--- config.mk ---
export PLATFORM = sky130hd
export DESIGN_NAME = ial_cell
export DESIGN_NICKNAME = d
export VERILOG_FILES = /design/src/design/ial_pkg.sv /design/src/design/ial_cell.sv
export SDC_FILE = /design/constraint.sdc
export NUM_CORES = 1
export LEC_CHECK = 0
export BUFFER_PORTS_ARGS = -buffer_cell sky130_fd_sc_hd__buf_2
export CAP_MARGIN = 20
export CELL_PAD_IN_SITES_DETAIL_PLACEMENT = 1
export CELL_PAD_IN_SITES_GLOBAL_PLACEMENT = 2
export CORE_MARGIN = 3
export CORE_UTILIZATION = 25
export DETAILED_ROUTE_END_ITERATION = 10
export GPL_ROUTABILITY_DRIVEN = 0
export PLACE_DENSITY = 0.86
export REMOVE_ABC_BUFFERS = 1
export SLEW_MARGIN = 20
export SYNTH_ARGS = -nofsm -noshare
export SYNTH_HDL_FRONTEND = slang
export SYNTH_SLANG_ARGS = --single-unit
--- constraint.sdc ---
create_clock -name i_clk -period 4.5 [get_ports i_clk]
set_input_delay 0.9 -clock i_clk [delete_from_list [all_inputs] [get_ports i_clk]]
set_output_delay 0.9 -clock i_clk [all_outputs]
set_load 0.005 [all_outputs]
--- src/design/ial_pkg.sv ---
package ial_pkg;

    localparam int CAPACITY_DEF = 64;
    localparam int GRP_SIZE     = 8;

    localparam int POS_W = 7;
    localparam int VAL_W = 32;
    localparam int OUT_W = 7;

    localparam logic [1:0] OP_GET    = 2'd0;
    localparam logic [1:0] OP_INSERT = 2'd1;
    localparam logic [1:0] OP_REMOVE = 2'd2;
    localparam logic [1:0] OP_SEARCH = 2'd3;

    localparam logic [1:0] ST_OK        = 2'd0;
    localparam logic [1:0] ST_BAD_INDEX = 2'd1;
    localparam logic [1:0] ST_FULL      = 2'd2;
    localparam logic [1:0] ST_NOT_FOUND = 2'd3;

    typedef struct packed {
        logic             ins;
        logic             rem;
        logic [POS_W-1:0] pos;
        logic [VAL_W-1:0] val;
    } t_cell_ctl;

endpackage

--- src/design/ial_cell.sv ---
module ial_cell #(
    parameter int IDX   = 0,
    parameter int CMP_W = 7
) (
    input  logic                        i_clk,
    input  ial_pkg::t_cell_ctl          i_ctl,
    input  logic [CMP_W-1:0]            i_count,
    input  logic [ial_pkg::VAL_W-1:0]   i_prev,
    input  logic [ial_pkg::VAL_W-1:0]   i_next,
    output logic [ial_pkg::VAL_W-1:0]   o_entry,
    output logic                        o_hit,
    output logic                        o_sel
);

    localparam logic [CMP_W-1:0] MY_IDX = CMP_W'(IDX);

    logic [ial_pkg::VAL_W-1:0] r_entry;
    logic [ial_pkg::VAL_W-1:0] n_entry;
    logic                      r_hit;
    logic                      n_hit;
    logic                      r_sel;
    logic                      n_sel;
    logic [CMP_W-1:0]          w_pos;

    assign w_pos = CMP_W'(i_ctl.pos);

    always_comb begin
        n_entry = r_entry;
        if (i_ctl.ins && (MY_IDX > w_pos)) begin
            n_entry = i_prev;
        end else if (i_ctl.ins && (MY_IDX == w_pos)) begin
            n_entry = i_ctl.val;
        end else if (i_ctl.rem && (MY_IDX >= w_pos)) begin
            n_entry = i_next;
        end
        n_hit = (r_entry == i_ctl.val) && (MY_IDX < i_count);
        n_sel = (MY_IDX == w_pos);
    end

    always_ff @(posedge i_clk) begin
        r_entry <= n_entry;
        r_hit   <= n_hit;
        r_sel   <= n_sel;
    end

    assign o_entry = r_entry;
    assign o_hit   = r_hit;
    assign o_sel   = r_sel;

endmodule

== Yosys cells after proc, flatten, opt, wreduce, memory -nomap -nowiden ==
Cells that the tools add are included.
Widths: inputs -> output; s select.

* Flip-flop bits (word level): 34
* Input bits: 113
* Output and inout bits: 34
* Logic and storage cells: 16

* Magnitude comparators: 3
* Equal/unequal tests: 1
* Multiplexer cells: 3
* Reduce and logical (&&, ||, !) cells: 6

{| class="wikitable"
|+ Operators with widths
! kind !! number
|-
| $mux 32 || 3
|-
| $eq 32x32->1 || 1
|-
| $ge 1x7->1 const A || 1
|-
| $gt 1x7->1 const A || 1
|-
| $logic_not 7->1 || 1
|-
| $lt 1x7->1 const A || 1
|-
| $logic_and 1x1->1 || 4
|-
| $reduce_bool 3->1 || 1
|}

== Logic depth before layout (Yosys ltp) ==
* Word-level depth: 5
* Mapped depth: 5
* Gate-level depth less buffers: 4

== Worst setup path after synthesis ==
No wires, ideal clock.

* Path kind: input-to-reg
* Start point: input port i_ctl[35] (netlist bit)
* End point: register r_entry, in the netlist o_entry[0], enable pin
* Setup time: 0.391 ns
* Arrival: 2.452 ns
* Required time: 4.109 ns
* Slack: 1.657 ns
* Stages: 3
* Buffers on the path: 0
* Path through: or4_4 -> nor4_4 -> o21a_1

* Longest elaborated chain between the ends: 3
* Elaborated cells on any way between the ends: 7
* Classes of those cells: order compare (2); reduce/logical (5)

{| class="wikitable"
|+ RTL lines
! item !! line !! text
|-
| start, declared || ial_cell.sv:6 || <nowiki>input ial_pkg::t_cell_ctl i_ctl,</nowiki>
|-
| $logic_not 7->1 || -- ||
|-
| named net n_sel || ial_cell.sv:22 || <nowiki>logic n_sel;</nowiki>
|-
| $logic_and 1x1->1 || ial_cell.sv:31 || <nowiki>end else if (i_ctl.ins && (MY_IDX == w_pos)) begin</nowiki>
|-
| $reduce_bool 3->1 (no line) || -- ||
|-
| end signal, assigned || ial_cell.sv:41 || <nowiki>r_entry <= n_entry;</nowiki>
|-
| end, declared || ial_cell.sv:17 || <nowiki>logic [ial_pkg::VAL_W-1:0] r_entry;</nowiki>
|}

The timed path passes the listed nets, and every way through them passes these cells.
A chain may end at the register's enable or synchronous reset.

== Final worst setup path ==
* Start point: input port i_ctl[35] (netlist bit)
* End point: register r_entry, in the netlist o_entry[19] (data pin)

* Longest elaborated chain between the ends: 4
* Elaborated cells on any way between the ends: 6
* Classes of those cells: order compare (1); mux (2); reduce/logical (3)

{| class="wikitable"
|+ RTL lines
! item !! line !! text
|-
| $logic_not 7->1 || -- ||
|-
| named net n_sel || ial_cell.sv:22 ||
|-
| $logic_and 1x1->1 || ial_cell.sv:31 ||
|-
| $mux 32 || ial_cell.sv:31 ||
|-
| $mux 32 || ial_cell.sv:29 || <nowiki>if (i_ctl.ins && (MY_IDX > w_pos)) begin</nowiki>
|-
| named net n_entry, one bit || ial_cell.sv:18 || <nowiki>logic [ial_pkg::VAL_W-1:0] n_entry;</nowiki>
|}

The timed path passes the listed nets, and every way through them passes these cells.

==> flow_summary.toml <==
[drt]
vias = 1426
remaining_drc_errors = 0
routedWlPerCell_um = 14.89
viasPerCell = 4.231
initialDrtViolationCount = 35
totalWireLength_um = 5019
antenna_left = 0
drt_pre_antenna_iters = 4

[place]
dpl.hpwl_um = 3968
io_buffers = 114
dp_slack_ps = 1208

[worst_setup_path]
cp.arrival_ps = 2640
reg2reg_from = "o_entry[25]"
path_cells = "buf_2 -> or4_4 -> nor4_4 -> nand2_4 -> mux2_4"
crit_slowest_cell = "or4_4"
worst_r2r_path_depth = 4
crit_buf_inv = 1
crit_family = "simple AND/OR/NAND/NOR gates"
path_class = "input port to flop"
startpoint = "i_ctl[35]"
crit_required_ps = 4530
crit_fanout = 32
endpoint_kind = "flop"
r2r_end = "o_hit"
r2r_slack_ps = 2860
start_kind = "input port"
slowest_delay_ps = 540

[sta]
finalSetupViolCount = 0
worst_pin_slew_ps = 632.7
post-route-period-util = 0.5802
grt_setup_unrepaired = "false"
timing.setup.tns_ps = 0
fin_ws_ps = 1889
min_period_ps = 2611
fin_skew_ps = 4.306
drv_slew = 0
slew_headroom = 0.5778
max_freq_ghz = 0.3830
hold_violations = 0

[hold_path]
hold_class = "flop to flop"
holdCritStartpoint = "o_entry[18]"
min_path_cells = 3
min_to = "o_hit"

[cts]
insertion_delay_ps = 280
clk_pin_slew_ps = 60
ctsHoldBuffers = 0
cts_inserted_buffers = 5
clock-sinks = 34
cts-htree-levels = 2
cts_resized = 0
clk_path_buf_depth = 2
cts_root_buf = "clkbuf_8"
cts_setup_buffers = 0
tritoncts = "yes"

[floorplan]
start_util = 0.2613
dieHeight_um = 93.54
rows = 31
dieArea_sq_um = 8749
die_x_um = 93.54
core_area_sq_um = 7331
ioPinCount = 147

[synth]
syn_area_per_cell_sq_um = 16.23
syn_inst = 118
synth.cell_area_sq_um = 1916
ys_ff_latch = 34
yosys_warnings = 0
ys_seq_area_frac = 0.5225
yosysUniqueCellTypes = 16

[global_routing]
grt_pass1_wl_um = 7548
track_usage = 0.1125
grt_overflow = 0
grt_pass1_vias = 1593
antenna_found_initial = 0
grt_max_degree = 33

[final_layout]
drive_above_1_share = 0.6513
areaGrowthSynthToFinish_pct = 39.32
antenna_cells = 0
nFillCells = 824
multi_input_area_sq_um = 885.9
final_nets = 350
seq_area_sq_um = 1001

[power_and_ir_drop]
seq_power_share = 0.539
p_switching_uw = 135.6
p_sw_frac = 0.2099
power.internal_uw = 510.5
ir_drop_v = 0.00007880
power.density_nw_per_um2 = 242.1
p_comb_frac = 0.129
p_leak_uw = 0.001249
p_clk_frac = 0.332

[flow_run]
maxCapViolations = 0

[run_status]
status = "complete, no violations"
[worst max path at each step]
stage	endpoint	depth (start not counted)
after floorplan	o_entry[10]	4
after global placement	o_entry[14]	5
after detailed placement	o_entry[9]	5
after CTS	o_entry[19]	5
after global routing	o_entry[19]	5
final	o_entry[19]	5
[tightest hold or removal path: cells and delay by family (launching register included)]
| kind | cells | cell delay (ps) |
|---|---|---|
| xor+xnor | 1 | 70 |
| flops | 1 | 350 |
| compound gates | 1 | 60 |
| simple gates | 1 | 100 |
[power by group through the flow]
stage,Clock (uW),Sequential [uW],Combinational (uW)
after floorplan,0,355,35.3
after global placement,0,355,81.3
after detailed placement,0,355,83.8
after CTS,228,348,84.2
after global routing,241,348,91.7
final,215,348,83.2
[final cells by class]
class | count | area share
timing repair buffer | 115 | 0.2166
sequential | 34 | 0.3751
tap | 99 | 0.04641
multi-input combinational | 81 | 0.3319
clock buffer | 8 | 0.03000
[flip-flops by register name (all words and copies together), names as in the netlist]
| name | count |
|---|---|
| o_entry | 32 |
| o_hit | 1 |
| o_sel | 1 |
[synthesized netlist by cell type, drive strengths merged]
| cell | number | area (sq um) |
|---|---|---|
| xor2 | 28 | 245.2 |
| nor3 | 1 | 5.000 |
| nand2 | 1 | 6.260 |
| edfxtp | 32 | 960.9 |
| mux2 | 32 | 473.0 |
| nand4 | 2 | 12.51 |
| or4 | 1 | 11.26 |
| buf | 3 | 33.78 |
| nand3 | 1 | 5.000 |
| a2111oi | 1 | 8.760 |
| dfxtp | 2 | 40.04 |
| xnor2 | 4 | 35.03 |
| nor4 | 9 | 71.32 |
| o21a | 1 | 7.510 |
[cell families (layout without fill, tap and decap cells)]
family          Yosys count  count (layout)  share of synthesized area
flops                    34              34                     0.5225
xor+xnor                 32              32                     0.1463
mux                      32              32                     0.2469
simple gates             15              15                    0.05813
buf+inv                   3             123                    0.01763
compound gates            2               2                   0.008493
[per-layer routing]
| layer | GRT usage | vias up | part of all wire | wire (um) |
|---|---|---|---|---|
| met4 | 0.03971 | 0 | 0.0022 | 11 |
| li1 | - | 684 | - | - |
| met2 | 0.1995 | 69 | 0.52 | 2613 |
| met5 | 0 | - | 0 | 0 |
| met3 | 0.03298 | 2 | 0.080 | 402 |
| met1 | 0.1281 | 671 | 0.40 | 1993 |
[cells in the final DEF (no fill, tap or decap)]
cell       instances
a2111oi_0          1
buf_2            114
buf_4              1
clkbuf_1           3
clkbuf_8           5
dfxtp_1            2
edfxtp_1          32
mux2_2             2
mux2_4            30
nand2_4            1
nand3_1            1
nand4_1            2
nor3_1             1
nor4_1             8
nor4_4             1
o21a_1             1
or4_4              1
xnor2_1            4
xor2_1            28
[per-stage QoR]
step	area (sq um)	utilization	power (uW)	hold WS, ps	std cells
final	2669	0.3641	646.2	643.0	337
after global routing	2669	0.3641	680.8	722.2	337
after CTS	2664	0.3634	660.5	673.4	337
after detailed placement	2584	0.3524	438.9	660.8	329
after global placement	2584	0.3524	436.3	646.3	329
after floorplan	1882	-	390.6	570.5	115
(Power assumes the default switching activity.)
