--- src/design/ial_reduce.sv ---
module ial_reduce #(
    parameter int N  = 8,
    parameter int TW = 6,
    parameter int W  = 32
) (
    input  logic [N-1:0]    i_hit,
    input  logic [N*TW-1:0] i_tag,
    input  logic [N-1:0]    i_sel,
    input  logic [N*W-1:0]  i_data,
    output logic            o_hit,
    output logic [TW-1:0]   o_tag,
    output logic            o_sel,
    output logic [W-1:0]    o_data
);

    always_comb begin
        o_hit  = |i_hit;
        o_sel  = |i_sel;
        o_tag  = '0;
        o_data = '0;
        for (int i = N - 1; i >= 0; i--) begin
            if (i_hit[i]) begin
                o_tag = i_tag[i*TW +: TW];
            end
        end
        for (int i = 0; i < N; i++) begin
            if (i_sel[i]) begin
                o_data = o_data | i_data[i*W +: W];
            end
        end
    end

endmodule

--- config.mk ---
export PLATFORM = sky130hd
export DESIGN_NAME = ial_reduce
export DESIGN_NICKNAME = d
export VERILOG_FILES = /design/src/design/ial_reduce.sv
export SDC_FILE = /design/constraint.sdc
export NUM_CORES = 1
export LEC_CHECK = 0
export BUFFER_PORTS_ARGS = -buffer_cell sky130_fd_sc_hd__buf_2
export CAP_MARGIN = 30
export CORE_AREA = 2 2 138 140
export DETAILED_ROUTE_END_ITERATION = 7
export DIE_AREA = 0 0 140 142
export SLEW_MARGIN = 15
export SYNTH_ARGS = -nofsm -noshare
export SYNTH_HDL_FRONTEND = slang
export SYNTH_SLANG_ARGS = --single-unit
--- constraint.sdc ---
create_clock -name vclk -period 3.1
set_input_delay 0.62 -clock vclk [all_inputs]
set_output_delay 0.62 -clock vclk [all_outputs]
set_load 0.02 [all_outputs]
# Word-level counts from Yosys, hierarchy flattened
# Index checks and enable logic that the tools add are counted.
op_classes:
  n_mux: 16
  div_mod_pow: 0
  mul: 0
  n_eq_ne: 0
  order_cmp: 0
  add_sub_neg: 0
  n_shift: 0
  bitwise_logic: 7
  n_reduce_logical: 2
op_table:
  columns: ["cell", "n"]
  rows:
  - ["$mux 32", 8]
  - ["$or 32x32->32", 7]
  - ["$mux 6", 8]
  - ["$reduce_or 8->1", 2]
word_totals:
  elab_cells: 25
  mem_bits_ro: 0
  output_inout_bits: 40
  mem_count: 0
  latch_bits: 0
  ff_bits: 0
  mem_bits_rw: 0

# Logic depth before layout (Yosys ltp)
# Gate-level depths: netlist of run 1.
depth:
  depth_word: 15
  ltp_mapped: 5

# Worst setup path after synthesis of run 1
# Ideal clock, no wire load.
synth_path:
  path_kind: "input to output"
  start: "in i_hit[6]"
  end: "out o_tag[3]"
  arrival_ps: 1559
  cell_stages: 5
  path_buffers: 1
  slack_ps: 921
  cell_sequence: "buf_2 -> nor2b_4 -> a221o_1 -> o2111ai_1 -> a31oi_1"
synth_between:
  elab_chain_cells: 7
synth_rtl:
  columns: ["element", "line_no", "text"]
  rows:
  - ["from (decl)", "6", "input logic [N-1:0] i_hit,"]
  - ["$mux 6 (7 in series)", "22", "if (i_hit[i]) begin"]
  - ["to (decl)", "11", "output logic [TW-1:0] o_tag,"]
# No other way between the ends.

# Worst setup path after layout of run 1
layout_path:
  start: "in i_sel[7]"
  end: "out o_data[9]"
layout_between:
  elab_chain_cells: 1
layout_rtl:
  columns: ["element", "line_no", "text"]
  rows:
  - ["from (decl)", "8", "input logic [N-1:0] i_sel,"]
  - ["$mux 32", "27", "if (i_sel[i]) begin"]
  - ["to (decl)", "13", "output logic [W-1:0] o_data"]
# No other way between the ends.

==> results of run 1 <==
## routing by layer
layer	track usage	share of wire	vias up
li1	-	-	1776
met1	0.180	0.37	1744
met2	0.255	0.49	329
met3	0.0431	0.13	23
met4	0.0207	0.0099	4
met5	0	0.0017	-
## Yosys cell counts, drive strengths merged
| cell type | instances | area [um^2] |
|---|---|---|
| a21oi | 1 | 5.00 |
| a221o | 5 | 50.1 |
| a22oi | 133 | 998 |
| a31oi | 6 | 37.5 |
| buf | 16 | 80.1 |
| clkbuf | 18 | 67.6 |
| inv | 1 | 3.75 |
| nand2 | 6 | 22.5 |
| nand2b | 1 | 6.26 |
| nand4 | 33 | 206 |
| nor2 | 6 | 25.0 |
| nor2b | 2 | 20.0 |
| nor4 | 2 | 12.5 |
| o2111ai | 6 | 52.6 |
| o211ai | 1 | 7.51 |
| o21ai | 1 | 5.00 |
| o22ai | 5 | 31.3 |
| or2 | 1 | 8.76 |
| or2b | 6 | 45.0 |
## report_power, final
| group | leakage [nW] | total [mW] | switching [mW] | internal [mW] |
|---|---|---|---|---|
| clock | 0.0000190 | 0.000000130 | 0 | 0.000000130 |
| sequential | 0 | 0 | 0 | 0 |
| combinational | 1.85 | 0.531 | 0.279 | 0.252 |
| total | 1.85 | 0.531 | 0.279 | 0.252 |
## worst max-delay path by stage
stage	cells past startpoint	end	startpoint	slack, ns
6_report	5	o_data[9]	i_sel[7]	0.53
5_1_grt	5	o_data[9]	i_sel[7]	0.43
4_1_cts	5	o_data[9]	i_sel[7]	0.52
3_5_place_dp	5	o_data[9]	i_sel[7]	0.52
3_3_place_gp	5	o_data[9]	i_sel[7]	0.53
2_1_floorplan	5	o_tag[3]	i_hit[6]	0.92
## per-stage QoR
step / area [um^2] / setup WS (ns) / total power [mW] / cells / hold slack [ns]
2_1_floorplan: 1690 / 0.921 / 0.224 / 250 / 1.42
3_3_place_gp: 3660 / 0.534 / 0.527 / 814 / 1.58
3_5_place_dp: 3660 / 0.520 / 0.527 / 814 / 1.58
4_1_cts: 3660 / 0.520 / 0.530 / 814 / 1.58
5_1_grt: 3660 / 0.429 / 0.575 / 815 / 1.60
6_report: 3670 / 0.527 / 0.531 / 817 / 1.58
## critical path: stages
cell	delay, ns
buf_2	0.45
buf_4	0.30
a22oi_1	0.09
nand4_1	0.25
buf_2	0.23
## final cells by class
type,instances,area [um^2]
antenna,3,7.51
fill,2130,14800
inverter,1,3.75
multi-input combinational,215,1530
tap,234,293
timing repair buffer,364,1830
## logic make-up after synthesis
logic type / synth area share
AOI/OAI and AO/OA: 0.705
buffers and inverters: 0.0898
and+or+nand+nor: 0.206
==> key figures, run 1 <==
Cells and area
  • Most common cell after layout, fill and taps aside: buf_2
  • Seq_cells: 0
  • Fin util: 0.199
  • Layout clock buffers: 0
  • Area Growth Syn to Fin: 118%
  • FF/Latch Area: 0 um^2
  • Commonest cells after routing, fill and taps aside: buf_2, a22oi_1, nand4_1
  • Nets: 902
  • Share of post-route cells with drive strength above 1: 0.633

Drt
  • Via count: between 3,000 and 4,000
  • Post-DRT Antenna Nets: 0
  • Final WL: 16,100 um
  • DRT iter0 DRCs: between 300 and 400
  • Post-DR vias/cell: between 4 and 5
  • DRC: 50
  • Wire per inst: about 20 um
  • First-pass DRT Iterations: 8

GRT
  • Total track usage: 0.145
  • Grt ovf: 0
  • Number of global-route vias before repair: about 3,700
  • Initial antenna violation count: 5
  • Global-route wire length before repair: around 22,000 um
  • Largest net degree at the start of global routing: 34

Clocking
  • Post-CTS Setup Bufs: 0
  • Post-cts resize count: 0
  • Cts hold-fix bufs: 0

Min path
  • Hold_sp: i_data[109]
  • Type of the most critical hold path: in2out
  • Hold EP: o_data[13]
  • WHS Path Cells: 4

STA
  • Unrepaired setup endpoints after global routing: false
  • Fmax: 389 MHz
  • Setup violations, final: 0
  • Final Hold Fails: 0
  • Slew @ Worst Pin: 0.802 ns
  • Setup TNS Final: 0 ns
  • Final period util: 0.830
  • Post-layout min period: around 2.6 ns
  • Slew HR: 0.466
  • Pins Over Slew Limit: 0

Synthesis
  • Warnings from Yosys: 0
  • Post-Syn Instances: 250
  • Post-Syn Area: 1690 um^2
  • Sequential share of the synthesized area: 0
  • Syn Area/Cell: around 6.7 um^2
  • Post-Syn Nets: 570
  • Synth cell types: 21

Place
  • Port buffer count: 360
  • Dpl hpwl: 13,500 um
  • Final GP Congestion: around 0.9

Floorplan
  • Core Footprint: ~18,000 um^2
  • I/O pin total: 360
  • Initial core utilization: 0.0913
  • Die Span X: ~140 um
  • Chip height: 142 um
  • Num rows: 50
  • Die Area: ~20,000 um^2

Pwr
  • Cell area power density: 145 nW/um^2
  • VDD IR max: ~0.05 mV
  • P_leak: around 1.9 nW

Outcome
  • Status: complete, but fails checks
  • Failing checks: DRC

Critical path
  • Critical Path Sink Type: output pin
  • Worst-path maximum fanout: 23
  • Kind of critical path: in2out
  • Setup crit start kind: primary input
  • WP data required: between 2 and 2.5 ns
  • Crit path DAT: approximately 2.0 ns

Job
  • Max_cap viols: 0
Power figures use the tool's default switching activity.
==> inputs of run 2 (changes only) <==
--- a/config.mk
+++ b/config.mk
@@ -7,9 +7,9 @@
 export LEC_CHECK = 0
 export BUFFER_PORTS_ARGS = -buffer_cell sky130_fd_sc_hd__buf_2
 export CAP_MARGIN = 30
-export CORE_AREA = 2 2 138 140
+export CORE_AREA = 2 2 139 141
 export DETAILED_ROUTE_END_ITERATION = 7
-export DIE_AREA = 0 0 140 142
+export DIE_AREA = 0 0 141 143
 export SLEW_MARGIN = 15
 export SYNTH_ARGS = -nofsm -noshare
 export SYNTH_HDL_FRONTEND = slang
==> constraint.sdc (replaced) <==
create_clock -name vclk -period 2.37
set_input_delay 0.474 -clock vclk [all_inputs]
set_output_delay 0.474 -clock vclk [all_outputs]
set_load 0.02 [all_outputs]
==> run 2 against run 1 <==
Net effect: the flow now finishes without violations; combinational power up 33%; wire length up 1.8%; critical path type unchanged; critical path depth unchanged; count of clock-buffer cells in the layout unchanged; via count up 0.70%; setup slack worse by 0.31 ns; final area up 2.1%; core utilization up 0.28 points; largest cell class unchanged; highest routed layer unchanged; non-clock buffer count up 7; sequential share of layout area unchanged; die area up 1.4%; global-route usage about the same.
==> key figures, run 2 (synthesized netlist as in run 1, its figures left out) <==
Cells and area
  • Commonest cells after routing, fill and taps aside: buf_2, a22oi_1, nand4_1, buf_4
  • Area used by multi-input combinational logic: 1530 um^2 (unchanged)
  • # fillers: 2,125 (-0.23%)
  • Post-route design area: 3750 um^2 (+2.1%)
  • Nets: 909 (+0.78%)
  • Layout clock buffers: 0 (unchanged)
  • Seq_cells: 0 (unchanged)
  • Share of post-route cells with drive strength above 1: 0.637 (+0.00438)
  • Final cell count without fillers: 824 (+0.86%)
  • Most common cell after layout, fill and taps aside: buf_2
  • FF/Latch Area: 0 um^2 (unchanged)
  • Fin util: 0.202 (+0.00284)
  • Area Growth Syn to Fin: 122%

Place
  • Final GP Congestion: 0.879 (-5.0%)
  • # placed instances: 821 (+0.86%)
  • Placed cell area: 3740 um^2 (+2.1%)
  • Dpl hpwl: 14,100 um (+4.2%)
  • Port buffer count: 360 (unchanged)
  • Dpl ws: 0.208 ns (-0.312 ns)

GRT
  • Total track usage: 0.145 (-0.000159)
  • Largest net degree at the start of global routing: 34 (unchanged)
  • Number of global-route vias before repair: 3,816 (+4.2%)
  • Initial antenna violation count: 6 (+1)
  • Grt ovf: 0 (unchanged)
  • Global-route wire length before repair: 22,300 um (+0.47%)

STA
  • Pins Over Slew Limit: 0 (unchanged)
  • Post-layout min period: 2.15 ns
  • Slew @ Worst Pin: 0.755 ns (-0.0462 ns)
  • Slew HR: 0.496 (+0.0308)
  • Post-route setup slack: 0.218 ns (-0.308 ns)
  • Setup violations, final: 0 (unchanged)
  • Fmax: 465 MHz
  • Setup TNS Final: 0 ns (unchanged)
  • Unrepaired setup endpoints after global routing: false
  • Final period util: 0.908
  • Final Hold Fails: 0 (unchanged)

Floorplan
  • Num rows: 50 (unchanged)
  • Core Footprint: 18,600 um^2 (+0.68%)
  • Initial core utilization: 0.0907 (-0.000615)
  • Chip height: 143 um (+0.70%)
  • I/O pin total: 360 (unchanged)
  • Die Span X: 141 um (+0.71%)
  • Die Area: 20,200 um^2 (+1.4%)

Min path
  • Type of the most critical hold path: in2out
  • Hold_sp: i_data[216]

Drt
  • DRC: 0 (-100%)
  • DRT iter0 DRCs: 269 (-21%)
  • Final WL: 16,400 um (+1.8%)
  • Post-DR vias/cell: 4.74 (-0.16%)
  • Wire per inst: 19.9 um (+0.94%)
  • Post-DRT Antenna Nets: 0 (unchanged)
  • First-pass DRT Iterations: 5 (-3)
  • Via count: 3,903 (+0.70%)

Pwr
  • Cell area power density: 188 nW/um^2 (+30%)
  • P_leak: 1.90 nW (+2.3%)
  • VDD IR max: 0.0844 mV (+66%)

Clocking
  • Post-CTS Setup Bufs: 0 (unchanged)
  • Post-cts resize count: 0 (unchanged)
  • Cts hold-fix bufs: 0 (unchanged)

Critical path
  • Setup crit start kind: primary input
  • Worst setup path start: i_sel[3]
  • Worst-path maximum fanout: 24 (+4.3%)
  • Critical Path Sink Type: output pin
  • Kind of critical path: in2out
  • Worst setup path endpoint: o_data[20]
  • Crit path DAT: 1.68 ns (-0.27 ns)
  • WP data required: 1.90 ns (-0.58 ns)

Job
  • Max_cap viols: 0 (unchanged)

Outcome
  • Status: finished, final reports clean
-- run 2: cell count changes in the layout (fill, tap and decap cells not counted), sizes merged --
cell	previous run	this run
buf	364	371
-- run 2: worst min path at each step --
stage,end,slack (ns),cells after the start
after floorplan,o_tag[3],1.13,3
after global placement,o_data[25],1.29,4
after detailed placement,o_data[24],1.29,4
after CTS,o_data[24],1.29,4
after global routing,o_data[24],1.31,4
final,o_data[24],1.29,4
-- run 2: metal layers --
metal	vias up	track usage	wire, um
met1	1798	0.171	6090
met2	289	0.270	8340
met5	-	0	34
met4	6	0.0221	182
met3	20	0.0372	1770
li1	1790	-	-
-- run 2: final cells by class --
type	count	area share
multi-input cells	215	0.409
repair buffers	371	0.510
well taps	234	0.0781
diodes	3	0.00200
inverters	1	0.00100
-- run 2: stage by stage --
step           total power, mW  hold WS (ns)
6_report                 0.706          1.29
5_1_grt                  0.765          1.31
4_1_cts                  0.709          1.29
3_5_place_dp             0.706          1.29
3_3_place_gp             0.703          1.29
2_1_floorplan            0.293          1.13
-- run 2: worst max-delay path, stage by stage --
cell and delay, ns:
buf_2 0.46, buf_4 0.31, a22oi_1 0.11, nand4_1 0.13
buf_2 0.17
-- run 2: report_power, final --
| group | total [mW] | leakage, nW | internal (mW) | switching, mW |
|---|---|---|---|---|
| logic | 0.706 | 1.90 | 0.341 | 0.364 |
| clock network | 0.000000169 | 0.0000190 | 0.000000169 | 0 |
| registers | 0 | 0 | 0 | 0 |
| total | 0.706 | 1.90 | 0.341 | 0.364 |
